File: config.mk
export PLATFORM = sky130hd
export DESIGN_NAME = base64_codec_stream_unit_flat
export DESIGN_NICKNAME = d
export VERILOG_FILES = /design/src/hw/rtl/b64cs_pkg.sv /design/src/hw/rtl/b64cs_if.sv /design/src/hw/rtl/b64cs_front.sv /design/src/hw/rtl/b64cs_queue.sv /design/src/hw/rtl/b64cs_back.sv /design/src/hw/rtl/base64_codec_stream_unit.sv /design/src/flat_wrapper.sv
export SDC_FILE = /design/constraint.sdc
export NUM_CORES = 1
export LEC_CHECK = 0
export BUFFER_PORTS_ARGS = -buffer_cell sky130_fd_sc_hd__buf_2
export CAP_MARGIN = 10
export CORE_MARGIN = 2
export CORE_UTILIZATION = 68
export DETAILED_ROUTE_END_ITERATION = 8
export PLACE_DENSITY = 0.86
export SLEW_MARGIN = 20
export SYNTH_ARGS = -nofsm -noshare
export SYNTH_HDL_FRONTEND = slang
export SYNTH_HIERARCHICAL = 1
export SYNTH_SLANG_ARGS = --single-unit
File: constraint.sdc
create_clock -name clk -period 5.6 [get_ports clk]
set_input_delay 0.84 -clock clk [delete_from_list [all_inputs] [get_ports clk]]
set_output_delay 0.84 -clock clk [all_outputs]
set_load 0.02 [all_outputs]
File: src/hw/rtl/b64cs_pkg.sv
// Shared types, constants and alphabet functions for the base64 stream codec.
// No dependencies; the front end, queue, back end and top level import this package.
package b64cs_pkg;

    localparam int QUEUE_DEPTH_DEF = 4;
    localparam logic [7:0] PAD_CHAR = 8'd61;

    typedef enum logic
    {
        MODE_ENCODE = 1'b0,
        MODE_DECODE = 1'b1
    } mode_t;

    // Result of a character lookup: hit for alphabet or pad, pad for '='.
    typedef struct packed
    {
        logic       hit;
        logic       pad;
        logic [5:0] val;
    } sym_t;

    // One unit of back-end work: up to four result bytes, issued in order.
    typedef struct packed
    {
        logic [3:0][7:0] bytes;
        logic [1:0]      count_m1;
        logic            last;
        logic            bare;
    } job_t;

    function automatic logic [7:0] sym_to_char(input logic [5:0] v);
        logic [7:0] w;
        w = {2'b00, v};
        if (v < 6'd26)
            return w + 8'd65;
        else if (v < 6'd52)
            return w + 8'd71;
        else if (v < 6'd62)
            return w - 8'd4;
        else if (v == 6'd62)
            return 8'd43;
        else
            return 8'd47;
    endfunction

    function automatic sym_t char_to_sym(input logic [7:0] c);
        sym_t s;
        logic [7:0] t;
        s = '{hit: 1'b0, pad: 1'b0, val: 6'd0};
        t = 8'd0;
        if (c inside {[8'd65:8'd90]})
        begin
            t = c - 8'd65;
            s.hit = 1'b1;
        end
        else if (c inside {[8'd97:8'd122]})
        begin
            t = c - 8'd71;
            s.hit = 1'b1;
        end
        else if (c inside {[8'd48:8'd57]})
        begin
            t = c + 8'd4;
            s.hit = 1'b1;
        end
        else if (c == 8'd43)
        begin
            t = 8'd62;
            s.hit = 1'b1;
        end
        else if (c == 8'd47)
        begin
            t = 8'd63;
            s.hit = 1'b1;
        end
        else if (c == PAD_CHAR)
        begin
            s.hit = 1'b1;
            s.pad = 1'b1;
        end
        s.val = t[5:0];
        return s;
    endfunction

endpackage

File: src/hw/rtl/b64cs_if.sv
// Valid/ready channel interfaces for codec input items and result items.
// Depends on nothing.
interface b64cs_in_if;
    logic       valid;
    logic       ready;
    logic [7:0] in_byte;
    logic       last_in;

    modport source (output valid, output in_byte, output last_in, input ready);
    modport sink   (input valid, input in_byte, input last_in, output ready);
endinterface

interface b64cs_out_if;
    logic       valid;
    logic       ready;
    logic [7:0] out_byte;
    logic       byte_valid;
    logic       out_last;

    modport source (output valid, output out_byte, output byte_valid, output out_last,
                    input ready);
    modport sink   (input valid, input out_byte, input byte_valid, input out_last,
                    output ready);
endinterface

File: src/hw/rtl/b64cs_front.sv
// Front end: holds mode and group state, classifies each input item and
// builds a job for the back end. Depends on b64cs_pkg.
module b64cs_front
(
    input  logic              clk,
    input  logic              rst_n,
    input  logic              cfg_we,
    input  logic              cfg_wdata,
    input  logic              accept,
    input  logic [7:0]        in_byte,
    input  logic              last_in,
    output logic              push,
    output b64cs_pkg::job_t   push_job
);
    import b64cs_pkg::*;

    mode_t       mode_reg;
    logic [23:0] acc_reg, acc_next;
    logic [1:0]  cnt_reg, cnt_next;
    logic [1:0]  pad_reg, pad_next;

    logic [23:0] acc_enc, acc_dec, part;
    logic [1:0]  pad_upd;
    sym_t        sym;
    logic        job_ok;
    job_t        job;

    always_comb
    begin
        acc_enc  = {acc_reg[15:0], in_byte};
        sym      = char_to_sym(in_byte);
        acc_dec  = {acc_reg[17:0], sym.val};
        pad_upd  = pad_reg | {sym.pad && (cnt_reg == 2'd3), sym.pad && (cnt_reg == 2'd2)};
        part     = (cnt_reg == 2'd0) ? {acc_enc[7:0], 16'h0} : {acc_enc[15:0], 8'h0};

        acc_next = acc_reg;
        cnt_next = cnt_reg;
        pad_next = pad_reg;
        job_ok   = 1'b0;
        job      = '{bytes: '0, count_m1: 2'd0, last: 1'b0, bare: 1'b0};

        if (mode_reg == MODE_ENCODE)
        begin
            if (cnt_reg[1])
            begin
                // full group: four characters
                job_ok   = 1'b1;
                job.bytes[0] = sym_to_char(acc_enc[23:18]);
                job.bytes[1] = sym_to_char(acc_enc[17:12]);
                job.bytes[2] = sym_to_char(acc_enc[11:6]);
                job.bytes[3] = sym_to_char(acc_enc[5:0]);
                job.count_m1 = 2'd3;
                job.last     = last_in;
                acc_next = '0;
                cnt_next = 2'd0;
                pad_next = 2'd0;
            end
            else if (last_in)
            begin
                // partial group: data characters, then pad
                job_ok   = 1'b1;
                job.bytes[0] = sym_to_char(part[23:18]);
                job.bytes[1] = sym_to_char(part[17:12]);
                job.bytes[2] = (cnt_reg == 2'd1) ? sym_to_char(part[11:6]) : PAD_CHAR;
                job.bytes[3] = PAD_CHAR;
                job.count_m1 = 2'd3;
                job.last     = 1'b1;
                acc_next = '0;
                cnt_next = 2'd0;
                pad_next = 2'd0;
            end
            else
            begin
                acc_next = acc_enc;
                cnt_next = cnt_reg + 2'd1;
            end
        end
        else
        begin
            if (sym.hit && (cnt_reg == 2'd3))
            begin
                job_ok   = 1'b1;
                job.bytes[0] = acc_dec[23:16];
                job.bytes[1] = acc_dec[15:8];
                job.bytes[2] = acc_dec[7:0];
                job.count_m1 = pad_upd[0] ? 2'd0 : (pad_upd[1] ? 2'd1 : 2'd2);
                job.last     = last_in;
                acc_next = '0;
                cnt_next = 2'd0;
                pad_next = 2'd0;
            end
            else
            begin
                if (sym.hit)
                begin
                    acc_next = acc_dec;
                    cnt_next = cnt_reg + 2'd1;
                    pad_next = pad_upd;
                end
                if (last_in)
                begin
                    // drop the incomplete group and send a bare end marker
                    job_ok   = 1'b1;
                    job.last = 1'b1;
                    job.bare = 1'b1;
                    acc_next = '0;
                    cnt_next = 2'd0;
                    pad_next = 2'd0;
                end
            end
        end

        push     = accept && job_ok;
        push_job = job;
    end

    always_ff @(posedge clk or negedge rst_n)
    begin
        if (!rst_n)
        begin
            mode_reg <= MODE_ENCODE;
            acc_reg  <= '0;
            cnt_reg  <= 2'd0;
            pad_reg  <= 2'd0;
        end
        else if (cfg_we)
        begin
            mode_reg <= mode_t'(cfg_wdata);
            acc_reg  <= '0;
            cnt_reg  <= 2'd0;
            pad_reg  <= 2'd0;
        end
        else if (accept)
        begin
            acc_reg <= acc_next;
            cnt_reg <= cnt_next;
            pad_reg <= pad_next;
        end
    end

endmodule

File: src/hw/rtl/b64cs_queue.sv
// Small job queue between front and back end, register based.
// Depends on b64cs_pkg.
module b64cs_queue
#(
    parameter int DEPTH = b64cs_pkg::QUEUE_DEPTH_DEF
)
(
    input  logic            clk,
    input  logic            rst_n,
    input  logic            push,
    input  b64cs_pkg::job_t push_job,
    output logic            full,
    input  logic            pop,
    output logic            empty,
    output b64cs_pkg::job_t head
);
    import b64cs_pkg::*;

    localparam int PW = (DEPTH > 1) ? $clog2(DEPTH) : 1;
    localparam int CW = $clog2(DEPTH + 1);
    localparam logic [PW-1:0] LAST_PTR = PW'(DEPTH - 1);
    localparam logic [CW-1:0] FULL_CNT = CW'(DEPTH);

    job_t          slots [DEPTH];
    logic [PW-1:0] wr_reg, wr_next;
    logic [PW-1:0] rd_reg, rd_next;
    logic [CW-1:0] cnt_reg, cnt_next;

    assign full  = (cnt_reg == FULL_CNT);
    assign empty = (cnt_reg == '0);
    assign head  = slots[rd_reg];

    always_comb
    begin
        wr_next  = wr_reg;
        rd_next  = rd_reg;
        cnt_next = cnt_reg;
        if (push)
            wr_next = (wr_reg == LAST_PTR) ? '0 : wr_reg + 1'b1;
        if (pop)
            rd_next = (rd_reg == LAST_PTR) ? '0 : rd_reg + 1'b1;
        if (push && !pop)
            cnt_next = cnt_reg + 1'b1;
        else if (pop && !push)
            cnt_next = cnt_reg - 1'b1;
    end

    always_ff @(posedge clk)
    begin
        if (push)
            slots[wr_reg] <= push_job;
    end

    always_ff @(posedge clk or negedge rst_n)
    begin
        if (!rst_n)
        begin
            wr_reg  <= '0;
            rd_reg  <= '0;
            cnt_reg <= '0;
        end
        else
        begin
            wr_reg  <= wr_next;
            rd_reg  <= rd_next;
            cnt_reg <= cnt_next;
        end
    end

endmodule

File: src/hw/rtl/b64cs_back.sv
// Back end: walks the job at the queue head one result per transfer.
// Depends on b64cs_pkg.
module b64cs_back
(
    input  logic            clk,
    input  logic            rst_n,
    input  logic            empty,
    input  b64cs_pkg::job_t head,
    output logic            pop,
    output logic            valid,
    input  logic            ready,
    output logic [7:0]      out_byte,
    output logic            byte_valid,
    output logic            out_last
);
    import b64cs_pkg::*;

    logic [1:0] idx_reg, idx_next;
    logic       at_end, xfer;

    always_comb
    begin
        valid      = !empty;
        at_end     = (idx_reg == head.count_m1);
        out_byte   = head.bytes[idx_reg];
        byte_valid = !head.bare;
        out_last   = head.last && at_end;
        xfer       = valid && ready;
        pop        = xfer && at_end;
        idx_next   = idx_reg;
        if (xfer)
            idx_next = at_end ? 2'd0 : idx_reg + 2'd1;
    end

    always_ff @(posedge clk or negedge rst_n)
    begin
        if (!rst_n)
            idx_reg <= 2'd0;
        else
            idx_reg <= idx_next;
    end

endmodule

File: src/hw/rtl/base64_codec_stream_unit.sv
// Top level of the streaming base64 codec (standard alphabet, '=' padding).
// Depends on b64cs_pkg, b64cs_if, b64cs_front, b64cs_queue and b64cs_back.

// Streaming base64 codec. Write cfg_wdata with cfg_we while the block is idle:
// 0 selects encode, 1 selects decode; every write also clears the partial
// group. Input items transfer on "item", results on "result". The front end
// takes one input item per cycle whenever the job queue has room, including
// items that produce nothing. An item that completes a group (or ends a
// message) queues a job of one to four results, and the back end sends one
// result per cycle while result.ready is high. In encode, four characters per
// three bytes, the output port sets the sustained rate; in decode, at most
// three bytes per four characters, the input does. The queue of QUEUE_DEPTH
// jobs lets the input keep flowing while results wait to be taken. A job is
// registered in the queue before its first result is offered. In decode,
// characters outside the alphabet are dropped, an incomplete trailing group
// is discarded and an end marker with byte_valid low closes the message.
module base64_codec_stream_unit
#(
    parameter int QUEUE_DEPTH = b64cs_pkg::QUEUE_DEPTH_DEF
)
(
    input  logic  clk,
    input  logic  rst_n,
    input  logic  cfg_we,
    input  logic  cfg_wdata,
    b64cs_in_if.sink    item,
    b64cs_out_if.source result
);
    import b64cs_pkg::*;

    logic accept;
    logic push, pop, full, empty;
    job_t push_job, head;

    // Take an item whenever the queue can hold a job it might produce.
    assign item.ready = !full;
    assign accept     = item.valid && item.ready;

    // Classify the transfer and update group state.
    b64cs_front u_front
    (
        .clk       (clk),
        .rst_n     (rst_n),
        .cfg_we    (cfg_we),
        .cfg_wdata (cfg_wdata),
        .accept    (accept),
        .in_byte   (item.in_byte),
        .last_in   (item.last_in),
        .push      (push),
        .push_job  (push_job)
    );

    // Hold pending jobs so each side may stall on its own.
    b64cs_queue #(.DEPTH(QUEUE_DEPTH)) u_queue
    (
        .clk      (clk),
        .rst_n    (rst_n),
        .push     (push),
        .push_job (push_job),
        .full     (full),
        .pop      (pop),
        .empty    (empty),
        .head     (head)
    );

    // Drain the head job one result per transfer; drop it after the final one.
    b64cs_back u_back
    (
        .clk        (clk),
        .rst_n      (rst_n),
        .empty      (empty),
        .head       (head),
        .pop        (pop),
        .valid      (result.valid),
        .ready      (result.ready),
        .out_byte   (result.out_byte),
        .byte_valid (result.byte_valid),
        .out_last   (result.out_last)
    );

endmodule
File: src/flat_wrapper.sv
// flat-port wrapper written by rule: the top's interface ports become plain ports
module base64_codec_stream_unit_flat import b64cs_pkg::*;
#(
    parameter int QUEUE_DEPTH = b64cs_pkg::QUEUE_DEPTH_DEF
)
  (clk, rst_n, cfg_we, cfg_wdata, item_valid, item_in_byte, item_last_in, item_ready, result_valid, result_out_byte, result_byte_valid, result_out_last, result_ready);
  b64cs_in_if item_i ();
  b64cs_out_if result_i ();
  input  logic clk;
  input  logic rst_n;
  input  logic cfg_we;
  input  logic cfg_wdata;
  input wire logic [$bits(item_i.valid)-1:0] item_valid;
  input wire logic [$bits(item_i.in_byte)-1:0] item_in_byte;
  input wire logic [$bits(item_i.last_in)-1:0] item_last_in;
  output wire logic [$bits(item_i.ready)-1:0] item_ready;
  output wire logic [$bits(result_i.valid)-1:0] result_valid;
  output wire logic [$bits(result_i.out_byte)-1:0] result_out_byte;
  output wire logic [$bits(result_i.byte_valid)-1:0] result_byte_valid;
  output wire logic [$bits(result_i.out_last)-1:0] result_out_last;
  input wire logic [$bits(result_i.ready)-1:0] result_ready;
  assign item_i.valid = item_valid;
  assign item_i.in_byte = item_in_byte;
  assign item_i.last_in = item_last_in;
  assign item_ready = item_i.ready;
  assign result_valid = result_i.valid;
  assign result_out_byte = result_i.out_byte;
  assign result_byte_valid = result_i.byte_valid;
  assign result_out_last = result_i.out_last;
  assign result_i.ready = result_ready;
  base64_codec_stream_unit #(.QUEUE_DEPTH(QUEUE_DEPTH)) u_core (.clk(clk), .rst_n(rst_n), .cfg_we(cfg_we), .cfg_wdata(cfg_wdata), .item(item_i), .result(result_i));
endmodule
# Word level (Yosys, flattened, before mapping)
# Memory sizes are Yosys's and may differ from the RTL's.
# Index checks and enable logic that the tools add are counted.
[classes] add_sub_neg=30 magnitude_cmp=28 n_eq_ne=18 n_mux=94 n_bitwise=1 n_reduce_logical=25
[op_table] cell="$mux 8" n=24
[op_table] cell="$mux 18" n=8
[op_table] cell="$add 6x7->8 const B" n=14
[op_table] cell="$lt 6x6->1 const B" n=14
[op_table] cell="$sub 6x3->7 const B" n=7
[op_table] cell="$mux 2" n=23
[op_table] cell="$eq 6x6->1 const B" n=7
[op_table] cell="$lt 6x5->1 const B" n=7
[op_table] cell="$mux 35" n=1
[op_table] cell="$mux 33" n=1
[op_table] cell="$mux 6" n=5
[op_table] cell="$mux 27" n=1
[op_table] cell="$mux 3" n=9
[op_table] cell="$mux 26" n=1
[op_table] cell="$eq 8x6->1 const B" n=3
[op_table] cell="$mux 24" n=1
[op_table] cell="$mux 1" n=19
[op_table] cell="$bmux 8 s2" n=1
[op_table] cell="$ge 8x7->1 const B" n=2
[op_table] cell="$le 8x7->1 const B" n=2
[op_table] cell="$logic_and 1x1->1" n=13
[op_table] cell="$add 2x1->2 const B" n=4
[op_table] cell="$eq 2x2->1 const B" n=4
[op_table] cell="$ge 8x6->1 const B" n=1
[op_table] cell="other kinds (19)" n=24
[totals] ff_bits=32 ramBits=144 inputBits=15 word_cells=205 mem_count=1
[memory_table] memory="u_core.u_queue.slots" depth=4 width=36 read_ports=1 rd_ports_with_merged_regs=0 wr=1 line="b64cs_queue.sv:24" text="job_t slots [DEPTH];"

# Longest topological paths before layout
# Gate-level depths: netlist (run 1).
[depth] depth_word=15 ltp_mapped=17 ltp_nobuf=14

# By module
# The synthesis (run 1) kept the hierarchy.
[by_module_without_submodules] mod="b64cs_queue" instances=1 cells_per_inst=225 area_each_um2=5621.6
[by_module_without_submodules] mod="b64cs_front" instances=1 cells_per_inst=619 area_each_um2=4480.5
[by_module_without_submodules] mod="b64cs_back" instances=1 cells_per_inst=27 area_each_um2=355.3
[by_module_without_submodules] mod="base64_codec_stream_unit" instances=1 cells_per_inst=2 area_each_um2=10.0

# Worst setup path before layout (run 1)
# OpenSTA, ideal clock, no wires.
[synth_timing] path_type="input port to flip-flop" startpoint="input item_in_byte[2]" endpoint="memory u_core/u_queue/slots[0][0] (netlist name) (enable)" setup_time_ps=397 arrival_time_ps=3804 required_time_ps=5203 setup_slack_ps=1399 stages=10 n_path_buf=1 cell_sequence="clkbuf_1 > inv_1 > ha_1 > nor2b_1 > o311a_1 > nor3_4 > o311a_1 > or3_1 > and2_1 > and2_1"
[synth_between] elab_chain_len=13
[synth_lines] element="start: declaration" line="flat_wrapper.sv:14" text="input wire logic [$bits(item_i.in_byte)-1:0] item_in_byte;"
[synth_lines] element="$eq 8x6->1" line="b64cs_pkg.sv:76" text="else if (c == PAD_CHAR)"
[synth_lines] element="$mux 2" line="b64cs_pkg.sv:76"
[synth_lines] element="$mux 1" line="b64cs_pkg.sv:71" text="else if (c == 8'd47)"
[synth_lines] element="$mux 1" line="b64cs_pkg.sv:66" text="else if (c == 8'd43)"
[synth_lines] element="$mux 1" line="b64cs_pkg.sv:61" text="else if (c inside {[8'd48:8'd57]})"
[synth_lines] element="$mux 1" line="b64cs_pkg.sv:56" text="else if (c inside {[8'd97:8'd122]})"
[synth_lines] element="$mux 1 *" line="b64cs_pkg.sv:51" text="if (c inside {[8'd65:8'd90]})"
[synth_lines] element="$logic_and 1x1->1 *" line="b64cs_front.sv:80" text="if (sym.hit && (cnt_reg == 2'd3))"
[synth_lines] element="$mux 1 *" line="b64cs_front.sv:80"
[synth_lines] element="$mux 1 *" line="b64cs_front.sv:42" text="if (mode_reg == MODE_ENCODE)"
[synth_lines] element="$logic_and 1x1->1 *" line="b64cs_front.sv:113" text="push = accept && job_ok;"
[synth_lines] element="net u_core.push" line="base64_codec_stream_unit.sv:32" text="logic push, pop, full, empty;"
[synth_lines] element="$mux 1 *" line="b64cs_queue.sv:50" text="if (push)"
[synth_lines] element="$mux 1 (implied by the code) *" line="b64cs_queue.sv:51" text="slots[wr_reg] <= push_job;"
[synth_lines] element="end: declaration" line="b64cs_queue.sv:24"
# Mark *: on every way through the listed nets, which the timed path passes. The rest lies on a longest branch.

==> PnR_summary.wiki, run 1 <==
{| class="wikitable"
! Metric !! Value
|-
| Type of the most critical hold path || in -> async
|-
| Cts hold-fix bufs || 0
|-
| Element type at the critical path end || register
|-
| Via count of the first global-routing pass || 7724
|-
| TritonCTS clock tree || built
|-
| Endpoint of the most critical setup path || u_core/u_queue/slots[2][15]$_DFFE_PP_
|-
| Required time worst endpoint || 5.76 ns
|-
| Final hold slack || 0.460 ns
|-
| Leading register cell type out of synthesis || sky130_fd_sc_hd__edfxtp_1
|-
| Achievable clock frequency || 240 MHz
|-
| Dpl hpwl || 19200 um
|-
| Starting utilization of the core area || 69.1%
|-
| I/O Buffers || 26
|-
| H-Tree Depth || 4
|-
| Row cnt || 45
|-
| Number of distinct library cells after synthesis || 74
|-
| Total nets after synthesis || 937
|-
| Main area contributors after synthesis || sky130_fd_sc_hd__edfxtp_1 (41%), sky130_fd_sc_hd__mux4_2 (8.8%), sky130_fd_sc_hd__dfrtp_1 (7.7%)
|-
| CP Class || reg -> reg
|-
| Inserted Clock Buffers || 17
|-
| Warnings from Yosys || 6
|-
| Endpoint of the worst register-to-register path || u_core/u_queue/slots[2][15]$_DFFE_PP_
|-
| Most common library cells after synthesis || sky130_fd_sc_hd__edfxtp_1 (144), sky130_fd_sc_hd__inv_1 (60), sky130_fd_sc_hd__nand2_1 (57)
|-
| Gate Count Post-Synth || 873
|-
| RSZ-0062 raised after global routing || false
|-
| Final period demand of the worst path || 4.17 ns
|-
| CTS max path bufs || 2
|-
| Antenna cells || 0
|-
| Worst setup path start || u_core/u_front/cnt_reg[1]$_DFFE_PN0P_
|-
| PD cells || 381 nW/um^2
|-
| Maximum fanout encountered on the critical timing path || 22
|-
| Power spent charging and discharging nets || 1.46 mW
|-
| Detailed Route WL || 28700 um
|-
| Internal power consumption || 2.82 mW
|-
| Final period utilization || 74.5%
|-
| Slew at the pin with the worst max-slew slack || 1.09 ns
|-
| Cell with the most instances after synthesis || sky130_fd_sc_hd__edfxtp_1
|-
| DRC violation count after routing || 0
|-
| Power share of the sequential group || 41.3%
|-
| Family with the most delay on the worst path || compound AO/OA/AOI/OAI gates
|-
| Combinational cell fraction of total power || 30.4%
|-
| Register Area || 5130 um^2
|-
| Switching share of power || 34.1%
|-
| Leakage Power || 4.29 nW
|-
| Height of the die || 128 um
|-
| Critical path, cell by cell || inv_1, ha_1, buf_4, nand2b_1, inv_1, ha_1, a21oi_1, o21ai_0, o21a_1, mux2i_1, a221oi_1, o211ai_1
|-
| Instance count on the critical path || 12
|-
| Setup repair bufs after CTS || 0
|-
| Final #Nets || 933
|-
| Residual antenna-violating net count after detailed routing || 0
|-
| Filler instances || 933
|-
| Slowest-stage cell, CP || sky130_fd_sc_hd__dfrtp_1
|-
| Die Wd || 128 um
|-
| Count of final max-slew check failures || 0
|-
| Arrival @ worst endpoint || 4.33 ns
|-
| Total standard cell area after synthesis || 10500 um^2
|-
| Maximum VDD drop || 0.234 mV
|-
| Async set-or-reset flop fraction in the synthesized netlist || 18.2%
|-
| Proportion of synthesized chip area in sequential cells || 49.0%
|-
| Max-capacitance violation count || 0
|-
| Via density per instance || 7.52
|-
| Routed wirelength normalized by instance count || 26.8 um
|-
| CTS Root Buffer Type || sky130_fd_sc_hd__clkbuf_16
|-
| Routability congestion estimate || 1.01
|-
| Worst-case reg-to-reg path depth || 12
|-
| Startpoint of the worst register-to-register path || u_core/u_front/cnt_reg[1]$_DFFE_PN0P_
|-
| Resized Gates After CTS || 0
|-
| Largest incremental delay on the critical path || 0.67 ns
|-
| Worst clock skew || 0.0121 ns
|-
| Number of hold violations in the final report || 0
|-
| Final sum of negative setup slack || 0 ns
|-
| Number of detailed-routing iterations run before antenna repair || 6
|-
| Fraction of synthesized cell area taken by the top area cell type || 41.3%
|-
| Clock latency on the worst-skew pair || 0.43 ns
|-
| Area of the die || 16400 um^2
|-
| First-pass GRT wire length || 44600 um
|-
| Final setup violation count || 0
|-
| Number of sinks on the clock net || 176
|-
| Reg-to-reg setup timing slack || 1.43 ns
|-
| Ports placed on the boundary || 27
|-
| CP Buf/Inv Count || 3
|-
| Total congestion overflow after global routing || 0
|-
| Pin count of the biggest net entering global routing || 39
|-
| Status || finished, final reports clean
|-
| Antenna violations before repair || 1
|-
| Core Area || 15100 um^2
|-
| Average footprint of a synthesized cell || 12.0 um^2
|-
| Dominant cell type by area after synthesis || sky130_fd_sc_hd__edfxtp_1
|-
| Multi-input logic area || 4820 um^2
|-
| Worst slack after detailed placement || 1.12 ns
|-
| Number of flip-flops under the largest register name || 144
|-
| Number of enable-type register cells in the synthesized netlist || 144
|-
| Post-CTS clock slew at the launch and capture registers of the worst setup and hold paths || 0.07 ns
|-
| Headroom to the max-slew limit || 27.2%
|-
| Setup crit start kind || register
|-
| Post-synthesis sequential element count || 176
|-
| Proportion of layout cells with a drive suffix above 1 || 14.2%
|-
| Synthesis-to-layout area growth || 7.35%
|-
| Initial DRC Count || 1260
|-
| Minimum setup slack in the final design || 1.43 ns
|-
| Detailed-route via count || 8051
|-
| Overall track demand over capacity in global routing || 36.6%
|-
| Clock share of power || 28.3%
|}
[routing by layer]
| layer | routed length (um) | up-vias | share of wire (%) | global-route usage (%) |
|---|---|---|---|---|
| met1 | 10800 | 3941 | 38 | 49.7 |
| met5 | 19 | - | 0.066 | 0 |
| met4 | 1180 | 2 | 4.1 | 14.3 |
| met2 | 13700 | 567 | 48 | 58.3 |
| li1 | - | 3424 | - | - |
| met3 | 2980 | 117 | 10 | 8.39 |
[per-stage QoR]
stage / util (%) / total power, mW / instance area, um^2 / cells
finish: 74.2 / 4.28 / 11200 / 1070
detailed placement: 70.0 / 3.06 / 10600 / 1038
floorplan: - / 2.72 / 10500 / 873
global route: 74.2 / 4.44 / 11200 / 1070
CTS: 74.1 / 4.28 / 11200 / 1070
global placement: 70.0 / 2.99 / 10600 / 1038
[how the worst min path moves through the flow]
stage | start | to | slack, ns | depth (start not counted)
global placement | u_core/u_queue/cnt_reg[2]$_DFFE_PN0P_ | u_core/u_queue/cnt_reg[2]$_DFFE_PN0P_ | 0.47 | 1
global route | rst_n | u_core/u_front/acc_reg[13]$_DFFE_PN0P_ | 0.51 | 1
CTS | rst_n | u_core/u_front/acc_reg[7]$_DFFE_PN0P_ | 0.47 | 1
floorplan | u_core/u_queue/cnt_reg[2]$_DFFE_PN0P_ | u_core/u_queue/cnt_reg[2]$_DFFE_PN0P_ | 0.46 | 1
finish | rst_n | u_core/u_front/acc_reg[12]$_DFFE_PN0P_ | 0.46 | 1
detailed placement | u_core/u_front/pad_reg[0]$_DFFE_PN0P_ | u_core/u_front/pad_reg[0]$_DFFE_PN0P_ | 0.48 | 1
[area by class of cell]
cell class / count / share of cell area (%)
Inverter: 60 / 2.00
Clock inverter: 15 / 1.73
Timing Repair Buffer: 37 / 1.89
Clock buffer: 17 / 3.79
Multi-Input combinational cell: 577 / 42.9
Tap cell: 188 / 2.09
Sequential cell: 176 / 45.6
[cells by family (layout without fill, tap and decap cells)]
logic type	after synthesis	count (layout)	share of synthesized area, %
flops	176	176	49.0
mux	61	61	11.3
xor+xnor	21	21	1.76
simple gates	193	193	9.63
compound gates	253	253	17.3
buf+inv	120	129	5.12
fa+ha+maj	49	49	5.93
[cell usage in the layout (no fill, tap or decap), types with 5 or more instances in the layout]
master / n
sky130_fd_sc_hd__inv_1: 60
sky130_fd_sc_hd__a221o_1: 9
sky130_fd_sc_hd__nor2_1: 26
sky130_fd_sc_hd__o31ai_1: 10
sky130_fd_sc_hd__xor2_1: 8
sky130_fd_sc_hd__nand2b_1: 15
sky130_fd_sc_hd__nand3b_1: 5
sky130_fd_sc_hd__a222oi_1: 13
sky130_fd_sc_hd__a211oi_1: 11
sky130_fd_sc_hd__mux4_2: 41
sky130_fd_sc_hd__o21ai_0: 38
sky130_fd_sc_hd__a21o_1: 12
sky130_fd_sc_hd__and2_1: 8
sky130_fd_sc_hd__dfrtp_1: 31
sky130_fd_sc_hd__nor2b_1: 7
sky130_fd_sc_hd__a31oi_1: 14
sky130_fd_sc_hd__buf_2: 26
sky130_fd_sc_hd__o221ai_1: 12
sky130_fd_sc_hd__ha_1: 48
sky130_fd_sc_hd__mux2_2: 7
sky130_fd_sc_hd__o211ai_1: 13
sky130_fd_sc_hd__clkbuf_16: 17
sky130_fd_sc_hd__nand2_1: 57
sky130_fd_sc_hd__edfxtp_1: 144
sky130_fd_sc_hd__inv_8: 5
sky130_fd_sc_hd__mux2i_1: 10
sky130_fd_sc_hd__o2111ai_1: 5
sky130_fd_sc_hd__o311ai_0: 8
sky130_fd_sc_hd__a21oi_1: 53
sky130_fd_sc_hd__or3_1: 6
sky130_fd_sc_hd__nor3_1: 19
sky130_fd_sc_hd__nand3_1: 21
sky130_fd_sc_hd__nor3b_1: 6
sky130_fd_sc_hd__a211o_1: 10
sky130_fd_sc_hd__xnor2_1: 13
sky130_fd_sc_hd__buf_4: 11
sky130_fd_sc_hd__a22oi_1: 10
[power groups by stage]
stage	sequential (mW)	clock [mW]	combinational, mW
after floorplan	1.66	0	1.06
after global placement	1.77	0	1.21
after detailed placement	1.79	0	1.27
after CTS	1.77	1.22	1.29
after global routing	1.79	1.26	1.38
final	1.77	1.21	1.30
(Power assumes the default switching activity.)
==> run 2: changes to the inputs <==
- ABC_AREA: unset -> 1
- CORE_UTILIZATION: 68 -> 64
- PLACE_DENSITY: 0.86 -> 0.81
- clock period: 5.6 -> 4.34 ns (I/O delays scaled with it)
==> PnR_summary.wiki, run 2 <==
{| class="wikitable"
! Metric !! Value
|-
| Achievable clock frequency || 288 MHz
|-
| Maximum VDD drop || 0.633 mV
|-
| Number of sinks on the clock net || 176
|-
| Post-synthesis sequential element count || 176
|-
| DRC violation count after routing || 0
|-
| Overall track demand over capacity in global routing || 30.9%
|-
| Leakage Power || 5.65 nW
|-
| Post-CTS clock slew at the launch and capture registers of the worst setup and hold paths || 0.07 ns
|-
| Fraction of synthesized cell area taken by the top area cell type || 36.8%
|-
| Async set-or-reset flop fraction in the synthesized netlist || 18.2%
|-
| Starting utilization of the core area || 65.3%
|-
| Setup crit start kind || primary input
|-
| Clock latency on the worst-skew pair || 0.42 ns
|-
| I/O Buffers || 26
|-
| Final period utilization || 80.0%
|-
| CTS Root Buffer Type || sky130_fd_sc_hd__clkbuf_16
|-
| Average footprint of a synthesized cell || 8.41 um^2
|-
| Number of detailed-routing iterations run before antenna repair || 6
|-
| Headroom to the max-slew limit || 45.9%
|-
| Proportion of layout cells with a drive suffix above 1 || 12.4%
|-
| Gate Count Post-Synth || 1399
|-
| CP Class || in -> reg
|-
| Ports placed on the boundary || 27
|-
| Proportion of synthesized chip area in sequential cells || 43.6%
|-
| Via density per instance || 5.91
|-
| Antenna violations before repair || 0
|-
| Number of flip-flops under the largest register name || 144
|-
| Initial DRC Count || 1142
|-
| Number of distinct library cells after synthesis || 51
|-
| Most frequent cells in the layout || sky130_fd_sc_hd__nand2_1 (403), sky130_fd_sc_hd__inv_1 (195), sky130_fd_sc_hd__edfxtp_1 (144)
|-
| PD cells || 487 nW/um^2
|-
| Inserted Clock Buffers || 17
|-
| Number of placed cells counting well taps || 1613
|-
| Residual antenna-violating net count after detailed routing || 0
|-
| Type of the most critical hold path || in -> async
|-
| Pin count of the biggest net entering global routing || 61
|-
| Detailed Route WL || 29700 um
|-
| Most common library cells after synthesis || sky130_fd_sc_hd__nand2_1 (403), sky130_fd_sc_hd__inv_1 (195), sky130_fd_sc_hd__edfxtp_1 (144)
|-
| Overall power of the completed layout || 6.11 mW
|-
| Leading register cell type out of synthesis || sky130_fd_sc_hd__edfxtp_1
|-
| Final sum of negative setup slack || 0 ns
|-
| Worst clock skew || 0.00644 ns
|-
| Main area contributors after synthesis || sky130_fd_sc_hd__edfxtp_1 (37%), sky130_fd_sc_hd__nand2_1 (13%), sky130_fd_sc_hd__dfrtp_1 (6.8%)
|-
| H-Tree Depth || 4
|-
| Routed wirelength normalized by instance count || 18.0 um
|-
| Antenna cells || 0
|-
| Cts hold-fix bufs || 0
|-
| Setup repair bufs after CTS || 0
|-
| First-pass GRT wire length || 47600 um
|-
| Row cnt || 49
|-
| Filler instances || 1445
|-
| Maximum fanout encountered on the critical timing path || 13
|-
| Count of final max-slew check failures || 0
|-
| Required time worst endpoint || 4.65 ns
|-
| Height of the die || 140 um
|-
| Final period demand of the worst path || 3.47 ns
|-
| Status || finished, final reports clean
|-
| CTS max path bufs || 2
|-
| RSZ-0062 raised after global routing || false
|-
| Total congestion overflow after global routing || 0
|-
| Dpl hpwl || 21200 um
|-
| Number of enable-type register cells in the synthesized netlist || 144
|-
| Detailed-route via count || 9714
|-
| Routability congestion estimate || 0.982
|-
| Dominant cell type by area after synthesis || sky130_fd_sc_hd__edfxtp_1
|-
| Most frequent standard cell in the layout excluding fill and tap cells || sky130_fd_sc_hd__nand2_1
|-
| Cell with the most instances after synthesis || sky130_fd_sc_hd__nand2_1
|-
| Area of the die || 19500 um^2
|-
| Number of hold violations in the final report || 0
|-
| Warnings from Yosys || 6
|-
| TritonCTS clock tree || built
|-
| Resized Gates After CTS || 0
|-
| Arrival @ worst endpoint || 3.78 ns
|-
| Final #Nets || 1467
|-
| Final hold slack || 0.313 ns
|-
| Count of placed standard cells in the final layout, fillers left out || 1645
|-
| Die Wd || 140 um
|-
| Total nets after synthesis || 1463
|-
| Slew at the pin with the worst max-slew slack || 0.811 ns
|-
| Final setup violation count || 0
|-
| Total standard cell area after synthesis || 11800 um^2
|-
| Core Area || 18000 um^2
|-
| Via count of the first global-routing pass || 9131
|-
| Element type at the critical path end || register
|-
| Synthesis-to-layout area growth || 6.72%
|-
| Max-capacitance violation count || 0
|}
-- run 2: changes by cell type in the layout (fill, tap and decap cells not counted), sizes merged, moves of 44 or more --
cell / delta
nor2: +75
o211ai: +92
inv: +146
mux4: -44
o21ai: +55
nand3: +54
nand2: +357
-- run 2: worst max-delay path, stage by stage --
cell and delay, ns:
sky130_fd_sc_hd__buf_2 0.27, sky130_fd_sc_hd__inv_2 0.15, sky130_fd_sc_hd__ha_1 0.30, sky130_fd_sc_hd__nand2_1 0.09, sky130_fd_sc_hd__nand2_1 0.10, sky130_fd_sc_hd__nand2_1 0.10, sky130_fd_sc_hd__nand2_1 0.05, sky130_fd_sc_hd__nand2_1 0.09
sky130_fd_sc_hd__nand3_2 0.18, sky130_fd_sc_hd__nand2_4 0.17, sky130_fd_sc_hd__nor2_8 0.06, sky130_fd_sc_hd__nor2_8 0.17, sky130_fd_sc_hd__nand2_4 0.18, sky130_fd_sc_hd__a21oi_2 0.26, sky130_fd_sc_hd__ha_1 0.19, sky130_fd_sc_hd__inv_1 0.08
sky130_fd_sc_hd__fa_1 0.40, sky130_fd_sc_hd__nand2_1 0.11, sky130_fd_sc_hd__nand3_1 0.08, sky130_fd_sc_hd__nand2_1 0.06, sky130_fd_sc_hd__nand2_1 0.04
-- run 2: metal layers --
| metal | GRT usage [%] | wire length [um] |
|---|---|---|
| met1 | 42.9 | 12600 |
| met2 | 51.3 | 14200 |
| met3 | 3.68 | 2100 |
| met4 | 10.3 | 739 |
| met5 | 0 | 0 |
-- run 2: cells by family after synthesis --
| logic type | after synthesis | share of synthesized area, % |
|---|---|---|
| fa+ha+maj | 49 | 5.28 |
| simple gates | 627 | 22.9 |
| xor+xnor | 26 | 1.94 |
| buf+inv | 260 | 9.75 |
| flops | 176 | 43.6 |
| compound gates | 261 | 16.6 |
-- run 2: where the power goes --
group | total (mW) | switching, mW | leakage, nW | internal (mW)
Clock | 1.50 | 0.684 | 0.284 | 0.820
Sequential | 2.23 | 0.152 | 1.74 | 2.08
Combinational | 2.38 | 1.65 | 3.63 | 0.730
Total | 6.11 | 2.49 | 5.65 | 3.62
-- run 2: worst paths after layout --
check,from,to,slack [ns],cells after the start
worst max-delay path,item_in_byte[2],u_core/u_queue/cnt_reg[2]$_DFFE_PN0P_,0.87,21
min in group clk,cfg_wdata,u_core/u_front/mode_reg$_DFFE_PN0P_,0.46,3
max in group asynchronous,rst_n,u_core/u_front/acc_reg[10]$_DFFE_PN0P_,3.51,1
worst min-delay path,rst_n,u_core/u_queue/wr_reg[1]$_DFFE_PN0P_,0.31,1
worst max register to register,u_core/u_front/cnt_reg[1]$_DFFE_PN0P_,u_core/u_queue/slots[0][4]$_DFFE_PP_,0.91,10
worst min register to register,u_core/u_front/acc_reg[17]$_DFFE_PN0P_,u_core/u_front/acc_reg[17]$_DFFE_PN0P_,0.50,2
-- run 2: stage by stage --
step	util [%]	instance area, um^2	setup WS [ns]
CTS	69.6	12600	0.872
floorplan	-	11800	0.640
finish	69.6	12600	0.870
global route	69.6	12600	0.592
detailed placement	66.4	12000	0.499
global placement	66.4	12000	0.619
-- run 2: final cells by class --
cell class	count	area, um^2	area share, %
Clock buffer	17	425	3.39
Sequential cell	176	5120	40.8
Clock inverter	15	165	1.32
Timing Repair Buffer	39	278	2.21
Tap cell	229	287	2.28
Multi-Input combinational cell	963	5490	43.7
Inverter	206	783	6.24
==> run 3: changes to the inputs <==
- clock period: 4.34 -> 3.3 ns (I/O delays scaled with it)
==> PnR_summary.wiki, run 3 (same netlist as run 2, synthesis figures left out) <==
{| class="wikitable"
! Metric !! Value
|-
| Status || finished, final reports clean
|-
| Via count of the first global-routing pass || 9287
|-
| Most frequent standard cell in the layout excluding fill and tap cells || sky130_fd_sc_hd__nand2_1
|-
| Type of the most critical hold path || in -> async
|-
| Synthesis-to-layout area growth || 9.03%
|-
| Required time worst endpoint || 2.80 ns
|-
| Setup repair bufs after CTS || 0
|-
| Number of flip-flops under the largest register name || 144
|-
| Leakage Power || 5.76 nW
|-
| Final #Nets || 1494
|-
| Max-capacitance violation count || 0
|-
| Slew at the pin with the worst max-slew slack || 0.853 ns
|-
| Post-CTS clock slew at the launch and capture registers of the worst setup and hold paths || 0.07 ns
|-
| Overall track demand over capacity in global routing || 32.2%
|-
| Final sum of negative setup slack || 0 ns
|-
| Count of final max-slew check failures || 0
|-
| Row cnt || 49
|-
| TritonCTS clock tree || built
|-
| Detailed-route via count || 9971
|-
| Inserted Clock Buffers || 17
|-
| Maximum VDD drop || 0.771 mV
|-
| Worst clock skew || 0.00874 ns
|-
| Antenna violations before repair || 0
|-
| Power spent charging and discharging nets || 3.28 mW
|-
| Number of placed cells counting well taps || 1640
|-
| Headroom to the max-slew limit || 43.1%
|-
| Die Wd || 140 um
|-
| Routed wirelength normalized by instance count || 18.5 um
|-
| Via density per instance || 5.96
|-
| Setup crit start kind || register
|-
| Clock latency on the worst-skew pair || 0.44 ns
|-
| First-pass GRT wire length || 48900 um
|-
| CTS Root Buffer Type || sky130_fd_sc_hd__clkbuf_16
|-
| Number of sinks on the clock net || 176
|-
| Number of detailed-routing iterations run before antenna repair || 7
|-
| Instance area after placement || 12200 um^2
|-
| RSZ-0062 raised after global routing || false
|-
| Count of placed standard cells in the final layout, fillers left out || 1672
|-
| DRC violation count after routing || 0
|-
| Starting utilization of the core area || 65.3%
|-
| Initial DRC Count || 1176
|-
| CP Class || reg -> out
|-
| Pin count of the biggest net entering global routing || 64
|-
| Final period demand of the worst path || 3.11 ns
|-
| Dpl hpwl || 21900 um
|-
| Combinational cell fraction of total power || 39.5%
|-
| Antenna cells || 0
|-
| Resized Gates After CTS || 0
|-
| Detailed Route WL || 30900 um
|-
| Number of hold violations in the final report || 0
|-
| CTS max path bufs || 2
|-
| H-Tree Depth || 4
|-
| Element type at the critical path end || output port
|-
| Core Area || 18000 um^2
|-
| Arrival @ worst endpoint || 2.61 ns
|-
| Proportion of layout cells with a drive suffix above 1 || 14.3%
|-
| Achievable clock frequency || 322 MHz
|-
| I/O Buffers || 26
|-
| Residual antenna-violating net count after detailed routing || 0
|-
| Ports placed on the boundary || 27
|-
| Power share of the sequential group || 35.7%
|-
| Internal power consumption || 4.92 mW
|-
| Maximum fanout encountered on the critical timing path || 55
|-
| PD cells || 639 nW/um^2
|-
| Filler instances || 1389
|-
| Area of the die || 19500 um^2
|-
| Switching share of power || 40.0%
|-
| Final period utilization || 94.1%
|-
| Routability congestion estimate || 1.01
|-
| Most frequent cells in the layout || sky130_fd_sc_hd__nand2_1 (403), sky130_fd_sc_hd__inv_1 (191), sky130_fd_sc_hd__edfxtp_1 (144)
|-
| Final setup violation count || 0
|-
| Total congestion overflow after global routing || 0
|-
| Cts hold-fix bufs || 0
|-
| Height of the die || 140 um
|-
| Clock share of power || 24.8%
|-
| Final instance area || 12800 um^2
|}
run 3: cell types whose count changed in the layout (fill, tap and decap cells not counted), moves of 2 or more:
cell	previous run	this run
sky130_fd_sc_hd__buf_4	9	33
sky130_fd_sc_hd__clkinvlp_4	2	7
sky130_fd_sc_hd__inv_1	195	191
sky130_fd_sc_hd__buf_12	4	7
sky130_fd_sc_hd__inv_8	3	1
run 3: layout make-up:
class	count	area, um^2	area share (%)
inverters	206	801	6.24
well taps	229	287	2.23
clock inverters	13	151	1.18
multi-input cells	963	5500	42.9
flip-flops and latches	176	5120	40.0
clock buffers	19	443	3.45
repair buffers	66	518	4.04
run 3: layer usage:
layer	part of all wire (%)	GRT usage [%]	vias to the layer above	wire length (um)
li1	-	-	4721	-
met3	8.4	5.51	79	2610
met4	2.8	9.74	0	862
met1	41	44.0	4630	12700
met5	0	0	-	0
met2	48	53.4	541	14700
run 3: power groups by stage:
stage                     registers [mW]  clock network, mW  logic, mW
final                               2.92               2.03       3.24
after global routing                2.95               2.14       3.56
after CTS                           2.92               2.04       3.22
after detailed placement            2.96                  0       3.19
after global placement              2.94                  0       3.13
after floorplan                     2.88                  0       2.47
run 3: worst paths after layout:
| path | from | end | slack [ns] | cells past startpoint |
|---|---|---|---|---|
| hold / removal | rst_n | u_core/u_back/idx_reg[0]$_DFFE_PN0P_ | 0.17 | 1 |
| max in group asynchronous | rst_n | u_core/u_front/acc_reg[16]$_DFFE_PN0P_ | 2.60 | 1 |
| setup reg to reg | u_core/u_front/cnt_reg[0]$_DFFE_PN0P_ | u_core/u_queue/slots[1][17]$_DFFE_PP_ | 0.30 | 13 |
| hold reg to reg | u_core/u_front/acc_reg[16]$_DFFE_PN0P_ | u_core/u_front/acc_reg[16]$_DFFE_PN0P_ | 0.50 | 2 |
| min in group clk | cfg_wdata | u_core/u_front/mode_reg$_DFFE_PN0P_ | 0.28 | 3 |
| setup / recovery | u_core/u_queue/rd_reg[0]$_DFFE_PN0P_ | result_out_byte[5] | 0.19 | 8 |
run 3: metrics by stage:
stage | setup WS (ns) | power [mW] | hold WS, ns | util [%]
2_1_floorplan | 0.0710 | 5.35 | 0.199 | -
3_3_place_gp | 0.264 | 6.08 | 0.466 | 67.8
3_5_place_dp | 0.109 | 6.16 | 0.482 | 67.8
4_1_cts | 0.113 | 8.18 | 0.171 | 71.1
5_1_grt | 0.0506 | 8.65 | 0.210 | 71.2
6_report | 0.194 | 8.20 | 0.165 | 71.2
run 3: worst max-delay path, stage by stage, from the launching register on:
cell	delay (ns)
sky130_fd_sc_hd__dfrtp_1	0.45
sky130_fd_sc_hd__inv_6	0.35
sky130_fd_sc_hd__buf_4	0.42
sky130_fd_sc_hd__nand2_1	0.12
sky130_fd_sc_hd__o211ai_2	0.07
sky130_fd_sc_hd__nand2_1	0.05
sky130_fd_sc_hd__o21ai_0	0.33
sky130_fd_sc_hd__o21ai_1	0.15
sky130_fd_sc_hd__buf_2	0.19
